File: src/rtl/tpdq_pkg.sv
// Shared widths, constants, beat types and the xorshift step for the TPDF quantizer.
// No dependencies; every other file of the block uses it by scoped names.
`timescale 1ns / 1ps
`default_nettype none
package tpdq_pkg;

   localparam int SAMPLE_W = 40;
   localparam int PCM_W    = 24;
   localparam int BYTE_W   = 8;
   localparam int STATE_W  = 32;
   localparam int DITHER_W = 9;
   localparam int X_W      = 32;
   localparam int SUM_W    = SAMPLE_W + 1;
   localparam int PROD_W   = 56;
   localparam int FRAC_W   = 31;
   localparam int FLOOR_W  = PROD_W - FRAC_W;

   localparam logic [STATE_W-1:0] SEED_RESET = 32'h4153_4D42;

   // Clamp window of the dithered sample, Q31 units.
   localparam logic signed [X_W-1:0] X_LO = 32'sh8000_0000;
   localparam logic signed [X_W-1:0] X_HI = 32'sd2147483392;

   localparam logic [FRAC_W-1:0] HALF_LSB = 31'h4000_0000;

   localparam logic signed [PCM_W-1:0] PCM_MIN = 24'sh80_0000;
   localparam logic signed [PCM_W-1:0] PCM_MAX = 24'sh7F_FFFF;

   typedef struct packed {
      logic signed [SAMPLE_W-1:0] sample;
      logic signed [DITHER_W-1:0] dither;
   } dither_beat_type;

   typedef struct packed {
      logic signed [PROD_W-1:0] product;
   } product_beat_type;

   // One xorshift step, shifts 13, 17, 5.
   function automatic logic [STATE_W-1:0] xorshift32(input logic [STATE_W-1:0] s);
      logic [STATE_W-1:0] a;
      logic [STATE_W-1:0] b;
      a = s ^ (s << 13);
      b = a ^ (a >> 17);
      return b ^ (b << 5);
   endfunction

endpackage
`default_nettype wire

File: src/rtl/tpdq_if.sv
// Request and response channel interfaces of the TPDF quantizer.
// Depends on tpdq_pkg for the payload widths.
`timescale 1ns / 1ps
`default_nettype none
interface tpdq_req_if;
   logic                                 valid;
   logic                                 ready;
   logic signed [tpdq_pkg::SAMPLE_W-1:0] sample;

   modport source (output valid, output sample, input ready);
   modport sink   (input valid, input sample, output ready);
endinterface

interface tpdq_rsp_if;
   logic                               valid;
   logic                               ready;
   logic signed [tpdq_pkg::PCM_W-1:0]  pcm_value;
   logic        [tpdq_pkg::BYTE_W-1:0] low_byte;
   logic        [tpdq_pkg::BYTE_W-1:0] mid_byte;
   logic        [tpdq_pkg::BYTE_W-1:0] high_byte;

   modport source (output valid, output pcm_value, output low_byte, output mid_byte,
                   output high_byte, input ready);
   modport sink   (input valid, input pcm_value, input low_byte, input mid_byte,
                   input high_byte, output ready);
endinterface
`default_nettype wire

File: src/rtl/tpdq_dither_stage.sv
// Input stage: xorshift noise state, TPDF dither draw and the sample register.
// Depends on tpdq_pkg.
`timescale 1ns / 1ps
`default_nettype none
module tpdq_dither_stage (
   input  wire logic                                 clock,
   input  wire logic                                 reset,
   input  wire logic                                 csr_we,
   input  wire logic [tpdq_pkg::STATE_W-1:0]         csr_wdata,
   input  wire logic                                 in_valid,
   output      logic                                 in_ready,
   input  wire logic signed [tpdq_pkg::SAMPLE_W-1:0] in_sample,
   output      logic                                 out_valid,
   input  wire logic                                 out_ready,
   output      tpdq_pkg::dither_beat_type            out_beat
);

   logic [tpdq_pkg::STATE_W-1:0]         state_ff, state_in;
   logic [tpdq_pkg::STATE_W-1:0]         draw_a, draw_b;
   logic signed [tpdq_pkg::PCM_W:0]      diff;
   logic signed [tpdq_pkg::DITHER_W-1:0] dither;
   logic                                 valid_ff;
   tpdq_pkg::dither_beat_type            beat_ff, beat_in;
   logic                                 accept;

   assign in_ready  = !valid_ff || out_ready;
   assign accept    = in_valid && in_ready;
   assign out_valid = valid_ff;
   assign out_beat  = beat_ff;

   always_comb begin
      draw_a = tpdq_pkg::xorshift32(state_ff);
      draw_b = tpdq_pkg::xorshift32(draw_a);
      diff   = $signed({1'b0, draw_a[tpdq_pkg::PCM_W-1:0]})
             - $signed({1'b0, draw_b[tpdq_pkg::PCM_W-1:0]});
      // truncate toward zero: bump a negative quotient that dropped fraction bits
      dither = diff[tpdq_pkg::PCM_W:16]
             + $signed({{(tpdq_pkg::DITHER_W-1){1'b0}}, diff[tpdq_pkg::PCM_W] && (|diff[15:0])});
      beat_in.sample = in_sample;
      beat_in.dither = dither;
   end

   always_comb begin
      state_in = state_ff;
      if (csr_we) begin
         state_in = csr_wdata;
      end else if (accept) begin
         state_in = draw_b;
      end
   end

   always_ff @(posedge clock) begin
      if (reset) begin
         state_ff <= tpdq_pkg::SEED_RESET;
         valid_ff <= 1'b0;
      end else begin
         state_ff <= state_in;
         if (in_ready) begin
            valid_ff <= in_valid;
         end
      end
   end

   always_ff @(posedge clock) begin
      if (accept) begin
         beat_ff <= beat_in;
      end
   end

endmodule
`default_nettype wire

File: src/rtl/tpdq_scale_stage.sv
// Middle stage: add dither, clamp to full scale, scale by 8388607 (shift and subtract).
// Depends on tpdq_pkg.
`timescale 1ns / 1ps
`default_nettype none
module tpdq_scale_stage (
   input  wire logic                      clock,
   input  wire logic                      reset,
   input  wire logic                      in_valid,
   output      logic                      in_ready,
   input  wire tpdq_pkg::dither_beat_type in_beat,
   output      logic                      out_valid,
   input  wire logic                      out_ready,
   output      tpdq_pkg::product_beat_type out_beat
);

   logic signed [tpdq_pkg::SUM_W-1:0]  sum;
   logic signed [tpdq_pkg::X_W-1:0]    x;
   logic signed [tpdq_pkg::PROD_W-1:0] x_ext;
   logic                               valid_ff;
   tpdq_pkg::product_beat_type         beat_ff, beat_in;

   assign in_ready  = !valid_ff || out_ready;
   assign out_valid = valid_ff;
   assign out_beat  = beat_ff;

   always_comb begin
      sum = $signed({in_beat.sample[tpdq_pkg::SAMPLE_W-1], in_beat.sample})
          + $signed({{(tpdq_pkg::SUM_W-tpdq_pkg::DITHER_W){in_beat.dither[tpdq_pkg::DITHER_W-1]}},
                     in_beat.dither});
      if (sum < $signed({{(tpdq_pkg::SUM_W-tpdq_pkg::X_W){1'b1}}, tpdq_pkg::X_LO})) begin
         x = tpdq_pkg::X_LO;
      end else if (sum > $signed({{(tpdq_pkg::SUM_W-tpdq_pkg::X_W){1'b0}}, tpdq_pkg::X_HI})) begin
         x = tpdq_pkg::X_HI;
      end else begin
         x = sum[tpdq_pkg::X_W-1:0];
      end
      x_ext = $signed({{(tpdq_pkg::PROD_W-tpdq_pkg::X_W){x[tpdq_pkg::X_W-1]}}, x});
      beat_in.product = (x_ext <<< 23) - x_ext;
   end

   always_ff @(posedge clock) begin
      if (reset) begin
         valid_ff <= 1'b0;
      end else if (in_ready) begin
         valid_ff <= in_valid;
      end
   end

   always_ff @(posedge clock) begin
      if (in_valid && in_ready) begin
         beat_ff <= beat_in;
      end
   end

endmodule
`default_nettype wire

File: src/rtl/tpdq_round_stage.sv
// Output stage: round half to even from Q31, clamp to 24 bits, hold the result beat.
// Depends on tpdq_pkg.
`timescale 1ns / 1ps
`default_nettype none
module tpdq_round_stage (
   input  wire logic                              clock,
   input  wire logic                              reset,
   input  wire logic                              in_valid,
   output      logic                              in_ready,
   input  wire tpdq_pkg::product_beat_type        in_beat,
   output      logic                              out_valid,
   input  wire logic                              out_ready,
   output      logic signed [tpdq_pkg::PCM_W-1:0] out_code
);

   logic signed [tpdq_pkg::FLOOR_W-1:0] fl;
   logic        [tpdq_pkg::FRAC_W-1:0]  rem;
   logic                                up;
   logic signed [tpdq_pkg::FLOOR_W:0]   rounded;
   logic signed [tpdq_pkg::PCM_W-1:0]   code_in, code_ff;
   logic                                valid_ff;

   assign in_ready  = !valid_ff || out_ready;
   assign out_valid = valid_ff;
   assign out_code  = code_ff;

   always_comb begin
      fl      = in_beat.product[tpdq_pkg::PROD_W-1:tpdq_pkg::FRAC_W];
      rem     = in_beat.product[tpdq_pkg::FRAC_W-1:0];
      up      = (rem > tpdq_pkg::HALF_LSB) || ((rem == tpdq_pkg::HALF_LSB) && fl[0]);
      rounded = $signed({fl[tpdq_pkg::FLOOR_W-1], fl})
              + $signed({{tpdq_pkg::FLOOR_W{1'b0}}, up});
      if (rounded < $signed({{(tpdq_pkg::FLOOR_W+1-tpdq_pkg::PCM_W){1'b1}}, tpdq_pkg::PCM_MIN}))
      begin
         code_in = tpdq_pkg::PCM_MIN;
      end else if (rounded >
                   $signed({{(tpdq_pkg::FLOOR_W+1-tpdq_pkg::PCM_W){1'b0}}, tpdq_pkg::PCM_MAX}))
      begin
         code_in = tpdq_pkg::PCM_MAX;
      end else begin
         code_in = rounded[tpdq_pkg::PCM_W-1:0];
      end
   end

   always_ff @(posedge clock) begin
      if (reset) begin
         valid_ff <= 1'b0;
      end else if (in_ready) begin
         valid_ff <= in_valid;
      end
   end

   always_ff @(posedge clock) begin
      if (in_valid && in_ready) begin
         code_ff <= code_in;
      end
   end

endmodule
`default_nettype wire

File: src/rtl/tpdf_dithered_pcm24_quantizer_core.sv
// Top level of the TPDF-dithered 24-bit PCM quantizer: three-stage pipeline.
// Depends on tpdq_pkg, tpdq_if and the tpdq_*_stage modules.
//
//   channel  | role   | payload                                  | beat accepted at
//   ---------+--------+------------------------------------------+-----------------------
//   req_bus  | sink   | sample (Q31, 40 bits signed)             | valid && ready
//   rsp_bus  | source | pcm_value, low_byte, mid_byte, high_byte | valid && ready
//   csr_*    | write  | csr_wdata = dither_seed (32 bits)        | csr_we
//
// One beat per cycle sustained while the response side is ready; a request beat reaches
// its response through the registers after dither draw, scaling and rounding.
// Each stage holds its beat while the next one is full and stalled, so a waiting
// response blocks nothing until all three stages are full.
// Reset (synchronous, active high) empties the pipe and loads the noise state with
// the seed reset value; a csr write loads the noise state at once.
`timescale 1ns / 1ps
`default_nettype none
module tpdf_dithered_pcm24_quantizer_core (
   input  wire logic                             clock,
   input  wire logic                             reset,
   input  wire logic                             csr_we,
   input  wire logic [tpdq_pkg::STATE_W-1:0]     csr_wdata,
   tpdq_req_if.sink                              req_bus,
   tpdq_rsp_if.source                            rsp_bus
);

   logic                              d_valid, d_ready;
   tpdq_pkg::dither_beat_type         d_beat;
   logic                              p_valid, p_ready;
   tpdq_pkg::product_beat_type        p_beat;
   logic signed [tpdq_pkg::PCM_W-1:0] code;

   // Draw two noise values per accepted beat and register sample with its dither.
   tpdq_dither_stage u_dither (
      .clock     (clock),
      .reset     (reset),
      .csr_we    (csr_we),
      .csr_wdata (csr_wdata),
      .in_valid  (req_bus.valid),
      .in_ready  (req_bus.ready),
      .in_sample (req_bus.sample),
      .out_valid (d_valid),
      .out_ready (d_ready),
      .out_beat  (d_beat)
   );

   // Add dither, clamp, scale by 8388607.
   tpdq_scale_stage u_scale (
      .clock     (clock),
      .reset     (reset),
      .in_valid  (d_valid),
      .in_ready  (d_ready),
      .in_beat   (d_beat),
      .out_valid (p_valid),
      .out_ready (p_ready),
      .out_beat  (p_beat)
   );

   // Round half to even, clamp to 24 bits; this register is the response register.
   tpdq_round_stage u_round (
      .clock     (clock),
      .reset     (reset),
      .in_valid  (p_valid),
      .in_ready  (p_ready),
      .in_beat   (p_beat),
      .out_valid (rsp_bus.valid),
      .out_ready (rsp_bus.ready),
      .out_code  (code)
   );

   // Split the code into little-endian bytes.
   assign rsp_bus.pcm_value = code;
   assign rsp_bus.low_byte  = code[7:0];
   assign rsp_bus.mid_byte  = code[15:8];
   assign rsp_bus.high_byte = code[23:16];

endmodule
`default_nettype wire

File: src/flat_wrapper.sv
// flat-port wrapper written by rule: the top's interface ports become plain ports
module tpdf_dithered_pcm24_quantizer_core_flat 
  (clock, reset, csr_we, csr_wdata, req_bus_valid, req_bus_sample, req_bus_ready, rsp_bus_valid, rsp_bus_pcm_value, rsp_bus_low_byte, rsp_bus_mid_byte, rsp_bus_high_byte, rsp_bus_ready);
  tpdq_req_if req_bus_i ();
  tpdq_rsp_if rsp_bus_i ();
  input  wire logic clock;
  input  wire logic reset;
  input  wire logic csr_we;
  input  wire logic [tpdq_pkg::STATE_W-1:0] csr_wdata;
  input wire logic [$bits(req_bus_i.valid)-1:0] req_bus_valid;
  input wire logic [$bits(req_bus_i.sample)-1:0] req_bus_sample;
  output wire logic [$bits(req_bus_i.ready)-1:0] req_bus_ready;
  output wire logic [$bits(rsp_bus_i.valid)-1:0] rsp_bus_valid;
  output wire logic [$bits(rsp_bus_i.pcm_value)-1:0] rsp_bus_pcm_value;
  output wire logic [$bits(rsp_bus_i.low_byte)-1:0] rsp_bus_low_byte;
  output wire logic [$bits(rsp_bus_i.mid_byte)-1:0] rsp_bus_mid_byte;
  output wire logic [$bits(rsp_bus_i.high_byte)-1:0] rsp_bus_high_byte;
  input wire logic [$bits(rsp_bus_i.ready)-1:0] rsp_bus_ready;
  assign req_bus_i.valid = req_bus_valid;
  assign req_bus_i.sample = req_bus_sample;
  assign req_bus_ready = req_bus_i.ready;
  assign rsp_bus_valid = rsp_bus_i.valid;
  assign rsp_bus_pcm_value = rsp_bus_i.pcm_value;
  assign rsp_bus_low_byte = rsp_bus_i.low_byte;
  assign rsp_bus_mid_byte = rsp_bus_i.mid_byte;
  assign rsp_bus_high_byte = rsp_bus_i.high_byte;
  assign rsp_bus_i.ready = rsp_bus_ready;
  tpdf_dithered_pcm24_quantizer_core u_core (.clock(clock), .reset(reset), .csr_we(csr_we), .csr_wdata(csr_wdata), .req_bus(req_bus_i), .rsp_bus(rsp_bus_i));
endmodule
File: config.mk
export PLATFORM = sky130hd
export DESIGN_NAME = tpdf_dithered_pcm24_quantizer_core_flat
export DESIGN_NICKNAME = d
export VERILOG_FILES = /design/src/rtl/tpdq_pkg.sv /design/src/rtl/tpdq_if.sv /design/src/rtl/tpdq_dither_stage.sv /design/src/rtl/tpdq_scale_stage.sv /design/src/rtl/tpdq_round_stage.sv /design/src/rtl/tpdf_dithered_pcm24_quantizer_core.sv /design/src/flat_wrapper.sv
export SDC_FILE = /design/constraint.sdc
export NUM_CORES = 1
export LEC_CHECK = 0
export BUFFER_PORTS_ARGS = -buffer_cell sky130_fd_sc_hd__buf_2
export CAP_MARGIN = 20
export CELL_PAD_IN_SITES_DETAIL_PLACEMENT = 0
export CELL_PAD_IN_SITES_GLOBAL_PLACEMENT = 1
export CORE_ASPECT_RATIO = 1.1
export CORE_MARGIN = 5
export CORE_UTILIZATION = 48
export DETAILED_ROUTE_END_ITERATION = 10
export GPL_ROUTABILITY_DRIVEN = 1
export PLACE_DENSITY_LB_ADDON = 0.1
export SYNTH_ARGS = -nofsm -noshare
export SYNTH_HDL_FRONTEND = slang
export SYNTH_HIERARCHICAL = 1
export SYNTH_SLANG_ARGS = --single-unit
File: constraint.sdc
create_clock -name clock -period 9.44 [get_ports clock]
set_input_delay 0.472 -clock clock [delete_from_list [all_inputs] [get_ports clock]]
set_output_delay 0.472 -clock clock [all_outputs]
set_load 0.02 [all_outputs]
# == Word level (Yosys, flattened, before mapping) ==
# Index checks and enable logic that the tools add are counted.
# totals
register_bits,164
input_bits,77
out_inout_bits,50
elab_cells,44
# classes
addsub,5
order_cmp,5
n_eq_ne,1
n_mux,5
n_bitwise,6
reduce_logical,14
# op_table
cell,n
$mux 32,4
$xor 32x32->32,4
$xor 32x15->32,2
$sub 55x32->56,1
$add 40x9->41,1
$gt 41x32->1 const B,1
$lt 41x32->1 const B,1
$eq 31x31->1 const B,1
$gt 31x31->1 const B,1
$add 25x2->26,1
$gt 26x24->1 const B,1
$lt 26x24->1 const B,1
$sub 24x24->25,1
$mux 24,1
$reduce_or 16->1,1
$add 9x1->9,1
$logic_and 1x1->1,5
$logic_or 1x1->1,4
$logic_not 1->1,3
$reduce_bool 2->1,1

# == Logic depth before layout (Yosys ltp) ==
# depth
ltp_word,10
ltp_mapped,32
ltp_nobuf,30

# == Hierarchy ==
# Netlist, hierarchy kept.
# by_module_without_submodules
module,instances,cells_per_inst,area_per_inst_um2,seq_area_each_um2
tpdq_scale_stage,1,982,7692.4,1701.6
tpdq_dither_stage,1,593,5908.2,2132.0
tpdq_round_stage,1,180,1894.3,740.7
tpdf_dithered_pcm24_quantizer_core,1,24,180.2,0.0

# == Worst setup path before layout ==
# OpenSTA, ideal clock, no wires.
# synth_path
path_type,flip-flop to flip-flop
from,"register u_core.u_dither.beat_ff, in the netlist u_core/u_dither/out_beat[8]"
to,"register u_core.u_scale.beat_ff, in the netlist u_core/u_scale/out_beat[48], data pin"
setup_time_ns,0.266
arrival_time_ns,6.331
path_slack_ns,2.843
path_stages_with_launch,27
path_buffers,3
period_less_slack_ns,6.597
path_cell_list,edfxtp_1 -> ha_1 -> buf_2 -> a21o_1 -> a31o_1 -> o21ai_2 -> a21oi_1 -> a221oi_1 -> xnor2_1 -> nand2_1 -> or4_4 -> buf_6 -> and2_1 -> clkbuf_1 -> or3_1 -> inv_1 -> ha_1 -> a21o_1 -> a21o_1 -> a31oi_2 -> a211oi_1 -> a311oi_1 -> a31o_2 -> o31ai_4 -> or3b_1 -> a31o_1 -> xor2_1
# synth_rtl
item,line,text
start: declaration,tpdq_dither_stage.sv:23,"tpdq_pkg::dither_beat_type beat_ff, beat_in;"
start signal: assignment,tpdq_dither_stage.sv:66,beat_ff <= beat_in;
end signal: assignment,tpdq_scale_stage.sv:51,beat_ff <= beat_in;
end: declaration,tpdq_scale_stage.sv:20,"tpdq_pkg::product_beat_type beat_ff, beat_in;"

==> flow_summary.json <==
{
  "cp-end-kind": "register",
  "drtPass1Iterations": 5,
  "numPortBuffers": 126,
  "hold_viol": 0,
  "cts_tree": "built",
  "drv_cap": 0,
  "yosysWarnings": 6,
  "nets": 2004,
  "synth-edff-count": 129,
  "wl_per_cell_um": 19.8,
  "grt_pass1_wl_mm": 71.5,
  "gp_congestion": 0.954,
  "io_pins": 127,
  "drt-total-wl_mm": 45.0,
  "first_iter_violations": 956,
  "viasPerCell": 5.98,
  "syn_nets": 1954,
  "r2r_cells": 23,
  "finalSetupViolCount": 0,
  "netlist_instances": 1779,
  "r2r_slack_ns": 2.25,
  "min_from": "req_bus_sample[0]",
  "drc": 0,
  "synth_area_um2": 15700,
  "diodes": 0,
  "min_period_ns": 7.19,
  "async_flop_share_pct": 0,
  "dieArea_um2": 36400,
  "fin_crit_sh_pct": 76.2,
  "ys_ff_latch": 164,
  "holdBufCountCts": 0,
  "fp.dieW_um": 182,
  "post_cts_buffers": 0,
  "layout_setup_ws_ns": 2.25,
  "grt_start_max_net_pins": 68,
  "hp-class": "in2reg",
  "worst_ep_arrival_time_ns": 7.39,
  "synth-main-ff-cell": "edfxtp_1",
  "die_h_um": 200,
  "worstSkewPairLatency_ns": 0.46,
  "htree_levels": 4,
  "cts_buffers": 17,
  "fill_cells": 3174,
  "clk_pin_slew_worst_paths_ns": 0.07,
  "critPathLaunchType": "register",
  "synth-seq-area-share_pct": 29.2,
  "clk_path_buf_depth": 2,
  "hpwl_mm": 35.8,
  "cts_root_buffer": "clkbuf_16",
  "cts_resized": 0,
  "holdPathEnd": "u_core/u_dither/out_beat[9]",
  "status": "finished clean",
  "clock.fmax_ghz": 0.139,
  "rr_endpoint": "u_core/u_scale/out_beat[48]",
  "worst-slew-pin-transition_ns": 0.905,
  "worstPathMaxFanout": 32,
  "worstReg2RegStart": "u_core/u_dither/out_beat[8]",
  "slew_headroom_pct": 39.3,
  "min_path_cells": 1,
  "rows": 69,
  "core_area_um2": 32300,
  "cp.required_ns": 9.64,
  "grt_usage_pct": 24.5,
  "drive_above_1_share_pct": 12.9,
  "slew_viol_final": 0,
  "antenna_found_initial": 0,
  "vias": 13600,
  "synth_cell_type_count": 110,
  "cts_sinks": 164,
  "rsz0062_at_grt": "false",
  "postRouteAntennaNets": 0,
  "setup-tns-final_ns": 0,
  "overflow": 0,
  "grt_pass1_vias": 13400,
  "syn_to_final_growth_pct": 8.15,
  "start_util_pct": 48.5,
  "clock_skew_ns": 0.0128,
  "criticalPathCategory": "reg2reg",
  "dp_slack_ns": 2.39,
  "syn_area_per_cell_um2": 8.81
}
-- worst max path at each step --
stage,slack (ns),from,end
after global placement,2.57,u_core/u_dither/out_beat[8],u_core/u_scale/out_beat[48]
after global routing,1.74,u_core/u_dither/out_beat[8],u_core/u_scale/out_beat[54]
after CTS,2.34,u_core/u_dither/out_beat[8],u_core/u_scale/out_beat[48]
final,2.25,u_core/u_dither/out_beat[8],u_core/u_scale/out_beat[48]
after floorplan,2.84,u_core/u_dither/out_beat[8],u_core/u_scale/out_beat[48]
after detailed placement,2.39,u_core/u_dither/out_beat[8],u_core/u_scale/out_beat[48]
-- area by class of cell --
| class | count | area (um2) | area share (%) |
|---|---|---|---|
| Clock buffer | 19 | 454 | 2.68 |
| Sequential cell | 164 | 4570 | 27.0 |
| Multi-Input combinational cell | 1469 | 10400 | 61.4 |
| Tap cell | 426 | 533 | 3.14 |
| Inverter | 43 | 161 | 0.952 |
| Timing Repair Buffer | 134 | 711 | 4.19 |
| Clock inverter | 13 | 111 | 0.657 |
-- cell usage after synthesis, types with 7 or more instances --
cell type | instances | share of area [%]
and3_1 | 20 | 0.80
xnor2_1 | 146 | 8.2
dfxtp_1 | 35 | 4.5
inv_1 | 43 | 1.0
mux2i_1 | 17 | 1.1
and2_1 | 17 | 0.68
a21oi_1 | 145 | 4.6
o21a_1 | 16 | 0.77
a221oi_1 | 8 | 0.45
o21ai_1 | 21 | 0.67
nor3_1 | 36 | 1.1
or2_2 | 7 | 0.28
nand4_1 | 35 | 1.4
o2111a_1 | 7 | 0.50
a211oi_1 | 28 | 1.3
o21ai_0 | 78 | 2.5
a21o_1 | 45 | 2.2
o31ai_1 | 7 | 0.34
or3_1 | 26 | 1.0
and4_1 | 13 | 0.73
nand3_1 | 43 | 1.4
nor2b_1 | 19 | 0.76
nand2b_1 | 32 | 1.3
nor4_1 | 22 | 0.88
nand2_1 | 135 | 3.2
buf_4 | 27 | 1.3
xor2_1 | 84 | 4.7
clkbuf_1 | 48 | 1.1
a31oi_1 | 12 | 0.48
buf_2 | 24 | 0.77
edfxtp_1 | 129 | 25
nor2_1 | 164 | 3.9
o211ai_1 | 24 | 1.1
ha_1 | 97 | 7.7
a211o_1 | 8 | 0.45
-- kinds of logic after synthesis --
logic type | Yosys count | synth area share, %
multiplexers | 20 | 1.30
XOR/XNOR | 251 | 15.7
AO/OA/AOI/OAI | 491 | 21.2
adder cells (fa/ha/maj) | 98 | 7.87
flip-flops | 164 | 29.2
AND/OR/NAND/NOR | 609 | 20.3
buffers and inverters | 146 | 4.43
-- flip-flops by register name, summed over array words and instances, names as in the netlist --
name / cells
u_core/u_scale/out_beat: 56
u_core/u_round/out_code: 24
u_core/u_dither/out_valid: 1
u_core/u_dither/state_ff: 32
u_core/u_dither/out_beat: 49
u_core/u_round/out_valid: 1
u_core/u_scale/out_valid: 1
-- metal layers --
| layer | wire length [um] | track usage, % | vias to the layer above |
|---|---|---|---|
| met5 | 0 | 0 | - |
| met4 | 1710 | 9.98 | 0 |
| met3 | 1730 | 3.11 | 84 |
| met2 | 21500 | 41.5 | 339 |
| met1 | 20100 | 31.9 | 6465 |
| li1 | - | - | 6676 |
-- stage by stage --
| step | cell area, um2 | util [%] | std cells | hold WS, ns |
|---|---|---|---|---|
| 5_1_grt | 17000 | 52.5 | 2268 | 0.174 |
| 2_1_floorplan | 15700 | - | 1779 | 0.428 |
| 6_report | 17000 | 52.5 | 2268 | 0.196 |
| 4_1_cts | 16900 | 52.4 | 2267 | 0.164 |
| 3_5_place_dp | 16400 | 50.7 | 2235 | 0.454 |
| 3_3_place_gp | 16400 | 50.7 | 2235 | 0.444 |
-- worst max-delay path, cell delays in order, from the launching register on --
cell	delay [ns]
edfxtp_1	0.36
buf_4	0.26
ha_1	0.53
nand4_1	0.23
nor3_1	0.40
a21boi_1	0.44
o21ai_1	0.12
a211oi_1	0.39
nand3_1	0.13
or4_4	0.58
and2_1	0.45
nor2_1	0.44
nand2_1	0.16
ha_1	0.47
nand2_1	0.16
nor2_1	0.07
a31oi_2	0.24
a211oi_1	0.08
a311oi_1	0.32
a31o_2	0.28
o31ai_4	0.09
or3b_1	0.36
a31o_1	0.22
xor2_1	0.14
-- cells in the final DEF (no fill, tap or decap), drive strengths merged, types with 45 or more instances in the layout --
cell type,instances
a21o,45
a21oi,151
buf,134
edfxtp,129
ha,97
inv,51
nand2,136
nand3,45
nor2,164
o21ai,101
xnor2,151
xor2,86
Power is not shown: default switching activity piles up to over one toggle a cycle in this logic, so the estimate is an artifact.
